$ cat src/rtl/ledsfs_pkg.sv
`default_nettype none
// ----------------------------------------------------------------------------
// ledsfs_pkg: shared types and constants of the LED driver frame sequencer
// Item layouts, operation and register codes, frame parts, and the
// command and status bundles that join the controller and the datapath.
// ----------------------------------------------------------------------------
package ledsfs_pkg;

    localparam int MAX_DIGITS  = 16;
    localparam int DIGIT_IDX_W = (MAX_DIGITS > 1) ? $clog2(MAX_DIGITS) : 1;
    localparam int CNT_W       = 5;    // byte counter and digit count width

    // operation codes of an input item
    localparam logic [1:0] OP_WRITE   = 2'd0;
    localparam logic [1:0] OP_REFRESH = 2'd1;
    localparam logic [1:0] OP_TICK    = 2'd2;
    localparam logic [1:0] OP_CLEAR   = 2'd3;

    // configuration register indexes
    localparam logic [1:0] REG_INTENSITY = 2'd0;
    localparam logic [1:0] REG_REVERSE   = 2'd1;
    localparam logic [1:0] REG_DIGITS    = 2'd2;

    localparam int CFG_DATA_W = 5;

    // frame parts
    localparam logic [2:0] PART_IDLE  = 3'd0;
    localparam logic [2:0] PART_START = 3'd1;
    localparam logic [2:0] PART_BITS  = 3'd2;
    localparam logic [2:0] PART_ACK   = 3'd3;
    localparam logic [2:0] PART_STOP  = 3'd4;

    // bytes of the frame
    localparam logic [7:0] CMD_DATA = 8'h40;
    localparam logic [7:0] CMD_ADDR = 8'hC0;
    localparam logic [7:0] CMD_CTRL = 8'h80;
    localparam logic [7:0] CTRL_ON  = 8'h08;

    typedef struct packed {
        logic [1:0] opcode;
        logic [3:0] digit_index;
        logic [7:0] segment_bits;
        logic       data_line_sense;
    } t_in_item;

    typedef struct packed {
        logic clock_released;
        logic data_released;
        logic busy_res;
        logic frame_done;
    } t_out_item;

    typedef struct packed {
        logic             write;
        logic             clear;
        logic             load;
        logic [CNT_W-1:0] load_index;
        logic             shift;
        logic             clk_low;
        logic             clk_high;
        logic             data_low;
        logic             data_high;
        logic             data_bit;
    } t_dp_cmd;

    typedef struct packed {
        logic [CNT_W-1:0] used_count;
    } t_dp_stat;

    typedef struct packed {
        logic clock;
        logic data;
    } t_line;

endpackage : ledsfs_pkg
`default_nettype wire

$ cat src/rtl/led_driver_serial_frame_sequencer.sv
`default_nettype none
// ----------------------------------------------------------------------------
// led_driver_serial_frame_sequencer: two-wire LED driver write-frame sequencer
// Digit buffer plus a tick-driven frame generator for open-drain clock and
// data lines; one result item per input item.
// ----------------------------------------------------------------------------
// The block takes one item per clock cycle and returns exactly one result
// for each, in the cycle after acceptance, through an output register. The
// input stalls only while a result waits in that register and the consumer
// stalls; otherwise a new item enters every cycle. Write items store a
// segment byte, clear items zero all sixteen digits at once (no sweep), a
// refresh item opens a frame and each tick item advances it by one
// bit-delay interval. A frame is three parts, each opened by a one-tick
// start and closed by a three-tick stop; every byte takes 24 ticks of bits
// (LSB first) and 4 ticks of acknowledge, so a frame with N digits lasts
// 28*(N+3) + 3*(1+3) ticks. The result carries the line levels held after
// the item, the busy flag and a done pulse on the tick that ends the frame.
// Configuration writes (intensity, reverse order, digits used) are taken
// on any cycle the write enable is high and are read live by the frame.
// ----------------------------------------------------------------------------
module led_driver_serial_frame_sequencer (
    input  wire                               i_clk,
    input  wire                               i_rst_n,
    // input item channel
    input  wire                               i_in_valid,
    output logic                              o_in_stall,
    input  wire  ledsfs_pkg::t_in_item        i_in_item,
    // result item channel
    output logic                              o_out_valid,
    input  wire                               i_out_stall,
    output ledsfs_pkg::t_out_item             o_out_item,
    // configuration write port
    input  wire                               i_cfg_we,
    input  wire  [1:0]                        i_cfg_index,
    input  wire  [ledsfs_pkg::CFG_DATA_W-1:0] i_cfg_data
);
    import ledsfs_pkg::*;

    logic      accept;
    t_dp_cmd   cmd;
    t_dp_stat  stat;
    t_line     line_next;
    logic      busy_next;
    logic      done;

    logic      r_out_valid;
    t_out_item r_out_item;

    // hold the input while a result waits and the consumer stalls
    assign o_in_stall = r_out_valid & i_out_stall;
    assign accept     = i_in_valid & ~o_in_stall;

    ledsfs_ctrl u_ctrl (
        .i_clk       (i_clk),
        .i_rst_n     (i_rst_n),
        .i_accept    (accept),
        .i_opcode    (i_in_item.opcode),
        .i_sense     (i_in_item.data_line_sense),
        .i_stat      (stat),
        .o_cmd       (cmd),
        .o_busy_next (busy_next),
        .o_done      (done)
    );

    ledsfs_dp u_dp (
        .i_clk          (i_clk),
        .i_rst_n        (i_rst_n),
        .i_cfg_we       (i_cfg_we),
        .i_cfg_index    (i_cfg_index),
        .i_cfg_data     (i_cfg_data),
        .i_digit_index  (i_in_item.digit_index),
        .i_segment_bits (i_in_item.segment_bits),
        .i_cmd          (cmd),
        .o_stat         (stat),
        .o_line_next    (line_next)
    );

    // capture the post-item levels and flags; drop the valid once taken
    always_ff @(posedge i_clk) begin
        if (!i_rst_n) begin
            r_out_valid <= 1'b0;
        end else if (accept) begin
            r_out_valid <= 1'b1;
        end else if (!i_out_stall) begin
            r_out_valid <= 1'b0;
        end
    end

    always_ff @(posedge i_clk) begin
        if (accept) begin
            r_out_item.clock_released <= line_next.clock;
            r_out_item.data_released  <= line_next.data;
            r_out_item.busy_res       <= busy_next;
            r_out_item.frame_done     <= done;
        end
    end

    assign o_out_valid = r_out_valid;
    assign o_out_item  = r_out_item;

`ifndef ASSERT_OFF
    a_no_overwrite: assert property (@(posedge i_clk) disable iff (!i_rst_n)
        (r_out_valid && i_out_stall) |-> !accept)
        else $error("item accepted over a waiting result");

    a_done_not_busy: assert property (@(posedge i_clk) disable iff (!i_rst_n)
        (r_out_valid && r_out_item.frame_done) |-> !r_out_item.busy_res)
        else $error("frame done reported while still busy");

    a_result_follows: assert property (@(posedge i_clk) disable iff (!i_rst_n)
        accept |=> r_out_valid)
        else $error("accepted item produced no result");
`endif

endmodule : led_driver_serial_frame_sequencer
`default_nettype wire

$ cat src/rtl/ledsfs_dp.sv
`default_nettype none
// ----------------------------------------------------------------------------
// ledsfs_dp: datapath of the LED driver frame sequencer
// Digit buffer, configuration registers, byte selection, shift register
// and the two open-drain line levels.
// ----------------------------------------------------------------------------
module ledsfs_dp (
    input  wire                          i_clk,
    input  wire                          i_rst_n,
    input  wire                          i_cfg_we,
    input  wire  [1:0]                   i_cfg_index,
    input  wire  [ledsfs_pkg::CFG_DATA_W-1:0] i_cfg_data,
    input  wire  [3:0]                   i_digit_index,
    input  wire  [7:0]                   i_segment_bits,
    input  wire  ledsfs_pkg::t_dp_cmd    i_cmd,
    output ledsfs_pkg::t_dp_stat         o_stat,
    output ledsfs_pkg::t_line            o_line_next
);
    import ledsfs_pkg::*;

    logic [2:0]       r_intensity;
    logic             r_reverse;
    logic [CNT_W-1:0] r_digits_used;
    logic [7:0]       r_digits [MAX_DIGITS];
    logic [7:0]       r_shift;
    logic             r_clock;
    logic             r_data;

    logic             n_clock;
    logic             n_data;
    logic [CNT_W-1:0] used;
    logic [CNT_W:0]   c_ext;
    logic [CNT_W:0]   n_ext;
    logic [CNT_W-1:0] k;
    logic [CNT_W-1:0] idx;
    logic [7:0]       sel_byte;

    // saturate the digit count to the buffer size
    always_comb begin
        if (r_digits_used > CNT_W'(MAX_DIGITS)) begin
            used = CNT_W'(MAX_DIGITS);
        end else begin
            used = r_digits_used;
        end
    end

    assign o_stat.used_count = used;

    always_comb begin
        c_ext = {1'b0, i_cmd.load_index};
        n_ext = {1'b0, used};
        k     = i_cmd.load_index - CNT_W'(2);
        idx   = r_reverse ? (used - CNT_W'(1) - k) : k;
        if (i_cmd.load_index == CNT_W'(0)) begin
            sel_byte = CMD_DATA;
        end else if (i_cmd.load_index == CNT_W'(1)) begin
            sel_byte = CMD_ADDR;
        end else if (c_ext >= n_ext + (CNT_W+1)'(2)) begin
            sel_byte = CMD_CTRL | CTRL_ON | {5'd0, r_intensity};
        end else if (idx >= CNT_W'(MAX_DIGITS)) begin
            sel_byte = 8'h00;
        end else begin
            sel_byte = r_digits[idx[DIGIT_IDX_W-1:0]];
        end
    end

    always_comb begin
        n_clock = r_clock;
        n_data  = r_data;
        if (i_cmd.clk_low) begin
            n_clock = 1'b0;
        end else if (i_cmd.clk_high) begin
            n_clock = 1'b1;
        end
        if (i_cmd.data_low) begin
            n_data = 1'b0;
        end else if (i_cmd.data_high) begin
            n_data = 1'b1;
        end else if (i_cmd.data_bit) begin
            n_data = r_shift[0];
        end
    end

    assign o_line_next.clock = n_clock;
    assign o_line_next.data  = n_data;

    always_ff @(posedge i_clk) begin
        if (!i_rst_n) begin
            r_intensity   <= 3'd7;
            r_reverse     <= 1'b0;
            r_digits_used <= CNT_W'(16);
        end else if (i_cfg_we) begin
            case (i_cfg_index)
                REG_INTENSITY: r_intensity   <= i_cfg_data[2:0];
                REG_REVERSE:   r_reverse     <= i_cfg_data[0];
                REG_DIGITS:    r_digits_used <= i_cfg_data[CNT_W-1:0];
                default: begin
                end
            endcase
        end
    end

    always_ff @(posedge i_clk) begin
        if (!i_rst_n || i_cmd.clear) begin
            for (int i = 0; i < MAX_DIGITS; i++) begin
                r_digits[i] <= 8'h00;
            end
        end else if (i_cmd.write &&
                     ({1'b0, i_digit_index} < 5'(MAX_DIGITS))) begin
            r_digits[i_digit_index[DIGIT_IDX_W-1:0]] <= i_segment_bits;
        end
    end

    always_ff @(posedge i_clk) begin
        if (!i_rst_n) begin
            r_shift <= 8'h00;
            r_clock <= 1'b0;
            r_data  <= 1'b0;
        end else begin
            r_clock <= n_clock;
            r_data  <= n_data;
            if (i_cmd.load) begin
                r_shift <= sel_byte;
            end else if (i_cmd.shift) begin
                r_shift <= {1'b0, r_shift[7:1]};
            end
        end
    end

endmodule : ledsfs_dp
`default_nettype wire

$ cat src/rtl/ledsfs_ctrl.sv
`default_nettype none
// ----------------------------------------------------------------------------
// ledsfs_ctrl: frame controller of the LED driver frame sequencer
// Steps the frame parts, tick phases, bit and byte counters and issues
// datapath commands for each accepted item.
// ----------------------------------------------------------------------------
module ledsfs_ctrl (
    input  wire                   i_clk,
    input  wire                   i_rst_n,
    input  wire                   i_accept,
    input  wire  [1:0]            i_opcode,
    input  wire                   i_sense,
    input  wire  ledsfs_pkg::t_dp_stat i_stat,
    output ledsfs_pkg::t_dp_cmd   o_cmd,
    output logic                  o_busy_next,
    output logic                  o_done
);
    import ledsfs_pkg::*;

    logic [2:0]       r_part;
    logic [1:0]       r_phase;
    logic [2:0]       r_bit;
    logic [CNT_W-1:0] r_byte;

    logic [2:0]       n_part;
    logic [1:0]       n_phase;
    logic [2:0]       n_bit;
    logic [CNT_W-1:0] n_byte;
    logic [CNT_W:0]   byte_ext;
    logic [CNT_W:0]   used_ext;
    t_dp_cmd          cmd;
    logic             done;

    assign byte_ext = {1'b0, r_byte};
    assign used_ext = {1'b0, i_stat.used_count};

    always_comb begin
        n_part  = r_part;
        n_phase = r_phase;
        n_bit   = r_bit;
        n_byte  = r_byte;
        cmd     = '0;
        done    = 1'b0;

        if (i_accept) begin
            case (i_opcode)
                OP_WRITE: cmd.write = 1'b1;
                OP_CLEAR: cmd.clear = 1'b1;
                OP_REFRESH: begin
                    if (r_part == PART_IDLE) begin
                        n_part  = PART_START;
                        n_byte  = '0;
                        n_bit   = '0;
                        n_phase = '0;
                    end
                end
                OP_TICK: begin
                    case (r_part)
                        PART_IDLE: begin
                        end
                        PART_START: begin
                            cmd.data_low   = 1'b1;
                            cmd.load       = 1'b1;
                            cmd.load_index = r_byte;
                            n_part  = PART_BITS;
                            n_bit   = '0;
                            n_phase = '0;
                        end
                        PART_BITS: begin
                            case (r_phase)
                                2'd0: begin
                                    cmd.clk_low = 1'b1;
                                    n_phase     = 2'd1;
                                end
                                2'd1: begin
                                    cmd.data_bit = 1'b1;
                                    n_phase      = 2'd2;
                                end
                                default: begin
                                    cmd.clk_high = 1'b1;
                                    cmd.shift    = 1'b1;
                                    n_phase      = 2'd0;
                                    if (r_bit == 3'd7) begin
                                        n_bit  = '0;
                                        n_part = PART_ACK;
                                    end else begin
                                        n_bit = r_bit + 3'd1;
                                    end
                                end
                            endcase
                        end
                        PART_ACK: begin
                            case (r_phase)
                                2'd0: begin
                                    cmd.clk_low   = 1'b1;
                                    cmd.data_high = 1'b1;
                                    n_phase       = 2'd1;
                                end
                                2'd1: begin
                                    cmd.clk_high = 1'b1;
                                    n_phase      = 2'd2;
                                end
                                2'd2: begin
                                    // receiver pulls data low: drive it low too
                                    cmd.data_low = !i_sense;
                                    n_phase      = 2'd3;
                                end
                                default: begin
                                    cmd.clk_high = 1'b1;
                                    n_phase      = 2'd0;
                                    if (r_byte == '0 ||
                                        byte_ext >= used_ext + (CNT_W+1)'(1)) begin
                                        n_part = PART_STOP;
                                    end else begin
                                        n_byte         = r_byte + CNT_W'(1);
                                        cmd.load       = 1'b1;
                                        cmd.load_index = r_byte + CNT_W'(1);
                                        n_part         = PART_BITS;
                                        n_bit          = '0;
                                    end
                                end
                            endcase
                        end
                        PART_STOP: begin
                            case (r_phase)
                                2'd0: begin
                                    cmd.data_low = 1'b1;
                                    n_phase      = 2'd1;
                                end
                                2'd1: begin
                                    cmd.clk_high = 1'b1;
                                    n_phase      = 2'd2;
                                end
                                default: begin
                                    cmd.data_high = 1'b1;
                                    n_phase       = 2'd0;
                                    if (byte_ext >= used_ext + (CNT_W+1)'(2)) begin
                                        n_part = PART_IDLE;
                                        n_byte = '0;
                                        done   = 1'b1;
                                    end else begin
                                        n_byte = r_byte + CNT_W'(1);
                                        n_part = PART_START;
                                    end
                                end
                            endcase
                        end
                        default: n_part = PART_IDLE;
                    endcase
                end
                default: begin
                end
            endcase
        end
    end

    assign o_cmd       = cmd;
    assign o_busy_next = (n_part != PART_IDLE);
    assign o_done      = done;

    always_ff @(posedge i_clk) begin
        if (!i_rst_n) begin
            r_part  <= PART_IDLE;
            r_phase <= '0;
            r_bit   <= '0;
            r_byte  <= '0;
        end else begin
            r_part  <= n_part;
            r_phase <= n_phase;
            r_bit   <= n_bit;
            r_byte  <= n_byte;
        end
    end

`ifndef ASSERT_OFF
    a_bit_only_in_bits: assert property (@(posedge i_clk) disable iff (!i_rst_n)
        (r_part != PART_BITS) |-> (r_bit == 3'd0))
        else $error("bit counter nonzero outside the bit part");

    a_phase3_only_in_ack: assert property (@(posedge i_clk) disable iff (!i_rst_n)
        (r_part != PART_ACK) |-> (r_phase != 2'd3))
        else $error("fourth tick phase outside the acknowledge part");

    a_idle_byte_zero: assert property (@(posedge i_clk) disable iff (!i_rst_n)
        (r_part == PART_IDLE) |-> (r_byte == '0))
        else $error("byte counter nonzero while idle");

    a_done_from_stop: assert property (@(posedge i_clk) disable iff (!i_rst_n)
        done |-> (r_part == PART_STOP && r_phase == 2'd2 && !o_busy_next))
        else $error("frame done outside the final stop");
`endif

endmodule : ledsfs_ctrl
`default_nettype wire

$ cat config.mk
export PLATFORM = sky130hd
export DESIGN_NAME = led_driver_serial_frame_sequencer
export DESIGN_NICKNAME = d
export VERILOG_FILES = /design/src/rtl/ledsfs_pkg.sv /design/src/rtl/led_driver_serial_frame_sequencer.sv /design/src/rtl/ledsfs_dp.sv /design/src/rtl/ledsfs_ctrl.sv
export SDC_FILE = /design/constraint.sdc
export NUM_CORES = 1
export LEC_CHECK = 0
export BUFFER_PORTS_ARGS = -buffer_cell sky130_fd_sc_hd__buf_2
export CAP_MARGIN = 20
export CELL_PAD_IN_SITES_DETAIL_PLACEMENT = 0
export CELL_PAD_IN_SITES_GLOBAL_PLACEMENT = 2
export CORE_ASPECT_RATIO = 1.4
export CORE_UTILIZATION = 40
export DETAILED_ROUTE_END_ITERATION = 16
export PLACE_DENSITY_LB_ADDON = 0.3
export SYNTH_ARGS = -nofsm -noshare
export SYNTH_HDL_FRONTEND = slang
export SYNTH_SLANG_ARGS = --single-unit
$ cat constraint.sdc
create_clock -name i_clk -period 7.4 [get_ports i_clk]
set_input_delay 1.11 -clock i_clk [delete_from_list [all_inputs] [get_ports i_clk]]
set_output_delay 1.11 -clock i_clk [all_outputs]
set_load 0.1 [all_outputs]
==> flow_summary.json <==
{
  "run_status": "finished, final reports clean",
  "routedWlPerCell_um": 22.0,
  "grt_first_pass_wirelength_mm": 44.3,
  "initial_utilization_pct": 41.1,
  "fillCellCount": 2288,
  "synth.distinct_cells": 79,
  "finalMaxSlewViolations": 0,
  "pre_cts_worst_setup_slack_ns": 1.49,
  "max_slew.worst_pin.slew_ns": 1.04,
  "grt_pass1_vias": 7515,
  "end_kind": "flop",
  "irDropWorstVdd_v": 0.000151,
  "synth_compound_area_share_pct": 17.8,
  "grt_start_max_net_pins": 41,
  "detail_route.drc_violations": 0,
  "final.setup.worst_slack_ns": 1.44,
  "cts_clock_pin_slew_for_the_worst_setup_and_hold_paths_ns": 0.07,
  "cp.required_ns": 7.75,
  "worstHoldPathType": "flop to flop",
  "cts-resized-gates": 0,
  "worstPathMaxFanout": 23,
  "grt_antenna_before_repair": 0,
  "timing.final.crit_period_ns": 5.96,
  "timing.max_cap.violations": 0,
  "cts_tree": "done",
  "unrepaired_setup_endpoints_after_global_routing": "no",
  "cts_max_path_buffers": 2,
  "dominant_combinational_cell_family_by_area_after_synthesis": "simple AND/OR/NAND/NOR gates",
  "fp.dieArea_mm2": 0.0253,
  "cts_root_buf": "clkbuf_16",
  "dp.final_hpwl_mm": 21.6,
  "final.setup.tns_ns": 0,
  "route.vias.total": 7577,
  "synth-edff-count": 132,
  "syn_inst": 989,
  "portBuffers": 32,
  "cts-htree-levels": 4,
  "cts_setup_buffers": 0,
  "maxClockFrequency_mhz": 168,
  "power_density_mw_per_mm2": 197,
  "finalNetCount": 1063,
  "avgSynthCellArea_um2": 9.99,
  "post_synth_instance_area_mm2": 0.00988,
  "layout_worst_path_cycle_share_pct": 80.5,
  "global_route.usage.total_pct": 23.8,
  "drt_pre_antenna_iters": 5,
  "route.detailed.vias_per_inst": 5.72,
  "worstSetupEndpoint": "u_dp.r_shift[4]",
  "antennaDiodeCount": 0,
  "cp-startpoint": "u_dp.r_digits_used[2]",
  "regToRegEndpoint": "u_dp.r_shift[4]",
  "global_route.overflow_total": 0,
  "criticalPathCategory": "flop to flop",
  "slew_headroom_pct": 30.8,
  "dieHeight_um": 188,
  "worst-r2r-cell-count": 20,
  "placeable_core_region_mm2": 0.0241,
  "setup.worst_path.start_class": "flop",
  "post_synthesis_net_count": 1050,
  "io_pins": 33,
  "drt-total-wl_mm": 29.1,
  "finalSetupViolCount": 0,
  "clock-sinks": 165,
  "areaGrowthSynthToFinish_pct": 10.1,
  "yosysSeqAreaShare_pct": 46.8,
  "hold_violations": 0,
  "proportion_of_register_bits_with_asynchronous_set_or_reset_after_synthesis_pct": 0,
  "ys_dominant_reg_cell": "edfxtp_1",
  "warnings_from_yosys": 0,
  "share_of_cells_above_drive_strength_1_pct": 10.2,
  "synth_adder_area_share_pct": 4.48,
  "initialDrtViolationCount": 453,
  "postCtsHoldBufs": 0,
  "yosys.area_share.xor_xnor_pct": 0.886,
  "antenna_violating_nets_post_route": 0,
  "insertion_delay_ns": 0.43,
  "ys_seq_elements": 165,
  "worstPathArrival_ns": 6.31,
  "power.leakage_nw": 4.32,
  "worst_r2r_startpoint": "u_dp.r_digits_used[2]",
  "clock-skew-final_ns": 0.0108,
  "floorplan.rows": 67,
  "synth.mux.area_fraction_pct": 4.19,
  "cts_buffers": 17,
  "rrSetupSlack_ns": 1.44,
  "routabilityCongestion": 0.829,
  "synth_simple_gate_area_share_pct": 21.9,
  "die-width_um": 135
}
## stage by stage
stage	instance area [um^2]	hold WS, ns	instances	util, %	power, mW
after floorplan	9880	0.441	989	-	1.19
after global placement	10300	0.470	1291	42.7	1.26
after detailed placement	10300	0.478	1291	42.7	1.26
after CTS	10900	0.487	1323	45.2	2.16
after global routing	10900	0.497	1325	45.2	2.21
final	10900	0.480	1325	45.2	2.15
## routing by layer
layer | routed length [um] | track usage, % | vias up
li1 | - | - | 3661
met5 | 0 | 0 | -
met1 | 11900 | 27.5 | 3691
met4 | 1100 | 11.1 | 0
met2 | 15300 | 42.9 | 169
met3 | 795 | 3.30 | 56
## worst max-delay path, cell delays in order, from the launching register on
cell and delay, ns:
dfxtp_1 0.41, nand2_1 0.09, xor2_1 0.14, or2_2 0.31, nor2_1 0.09, a21oi_1 0.05, ha_1 0.31, a21o_1 0.22
a2111oi_4 0.56, nand2_2 0.13, o21ai_0 0.32, nand2_1 0.16, ha_1 0.24, inv_1 0.07, fa_1 0.78, a211oi_4 1.02
buf_4 0.28, a21oi_1 0.05, a221o_1 0.30, and4bb_1 0.20, a211oi_2 0.14
## sequential cells by signal, indices dropped and copies added, names as in the netlist, 2 cells and up
signal / flops
u_ctrl.r_byte: 5
u_dp.r_digits: 128
u_dp.r_shift: 8
u_ctrl.r_part: 3
u_ctrl.r_bit: 3
u_dp.r_digits_used: 5
o_out_item: 4
u_dp.r_intensity: 3
u_ctrl.r_phase: 2
## cell usage after synthesis, types with 4 or more instances
master | count | share of area, %
nand4_1 | 5 | 0.32
and2_1 | 136 | 8.6
nand3_1 | 30 | 1.5
buf_4 | 5 | 0.38
a32oi_1 | 6 | 0.53
o21ai_0 | 56 | 2.8
a211oi_1 | 8 | 0.61
nand2b_1 | 16 | 1.0
dfxtp_1 | 33 | 6.7
a22oi_1 | 13 | 0.99
nand2_1 | 96 | 3.6
a221o_1 | 5 | 0.51
inv_1 | 25 | 0.95
a222oi_1 | 4 | 0.41
o21a_1 | 6 | 0.46
o211ai_1 | 5 | 0.38
nor3_1 | 15 | 0.76
a32o_1 | 7 | 0.71
buf_1 | 4 | 0.15
nor3b_1 | 4 | 0.30
a221oi_1 | 14 | 1.2
xnor2_1 | 7 | 0.62
mux2i_1 | 38 | 3.8
and3_1 | 6 | 0.38
buf_2 | 11 | 0.56
o22ai_1 | 6 | 0.38
a31oi_1 | 9 | 0.57
clkbuf_1 | 33 | 1.3
ha_1 | 33 | 4.2
nor2b_1 | 18 | 1.1
a21o_1 | 13 | 0.99
a21oi_1 | 64 | 3.2
a211o_1 | 7 | 0.62
edfxtp_1 | 132 | 40
or2_2 | 5 | 0.32
a21boi_0 | 4 | 0.30
nor2_1 | 47 | 1.8
## power breakdown
group          switching (mW)  internal, mW
clock                   0.380         0.530
sequential             0.0194          1.03
combinational           0.129        0.0565
## final cells by class
type	instances	area, um^2	share of cell area, %
repair buffers	52	308	2.83
inverters	25	93.8	0.863
clock inverters	13	154	1.41
multi-input cells	741	4880	44.8
well taps	310	388	3.57
flip-flops and latches	165	4620	42.5
clock buffers	19	433	3.98
## cell usage in the layout, fill, tap and decap left out, types with 17 or more instances in the layout
cell	instances
a21oi_1	64
and2_1	136
buf_2	33
buf_4	18
clkbuf_16	17
dfxtp_1	33
edfxtp_1	132
ha_1	33
inv_1	25
mux2i_1	38
nand2_1	96
nand3_1	30
nor2_1	46
nor2b_1	18
o21ai_0	53
## cells by family (layout without fill, tap and decap cells)
| family | Yosys count | in the layout |
|---|---|---|
| AOI/OAI and AO/OA | 255 | 255 |
| xor gates and xnor gates | 10 | 10 |
| adders and majority gates | 35 | 35 |
| DFF | 165 | 165 |
| and+or+nand+nor | 400 | 400 |
| muxes | 41 | 41 |
| buffers and inverters | 83 | 109 |
## worst min path at each step
stage,from,end,depth (start not counted)
4_1_cts,u_ctrl.r_bit[1],u_ctrl.r_bit[1],2
5_1_grt,u_ctrl.r_bit[1],u_ctrl.r_bit[1],2
2_1_floorplan,u_dp.r_intensity[2],u_dp.r_intensity[2],2
3_3_place_gp,u_ctrl.r_bit[2],u_ctrl.r_bit[2],2
6_report,u_ctrl.r_bit[1],u_ctrl.r_bit[1],2
3_5_place_dp,u_ctrl.r_bit[1],u_ctrl.r_bit[1],2
Note: power is estimated with default switching activity, not from simulation.
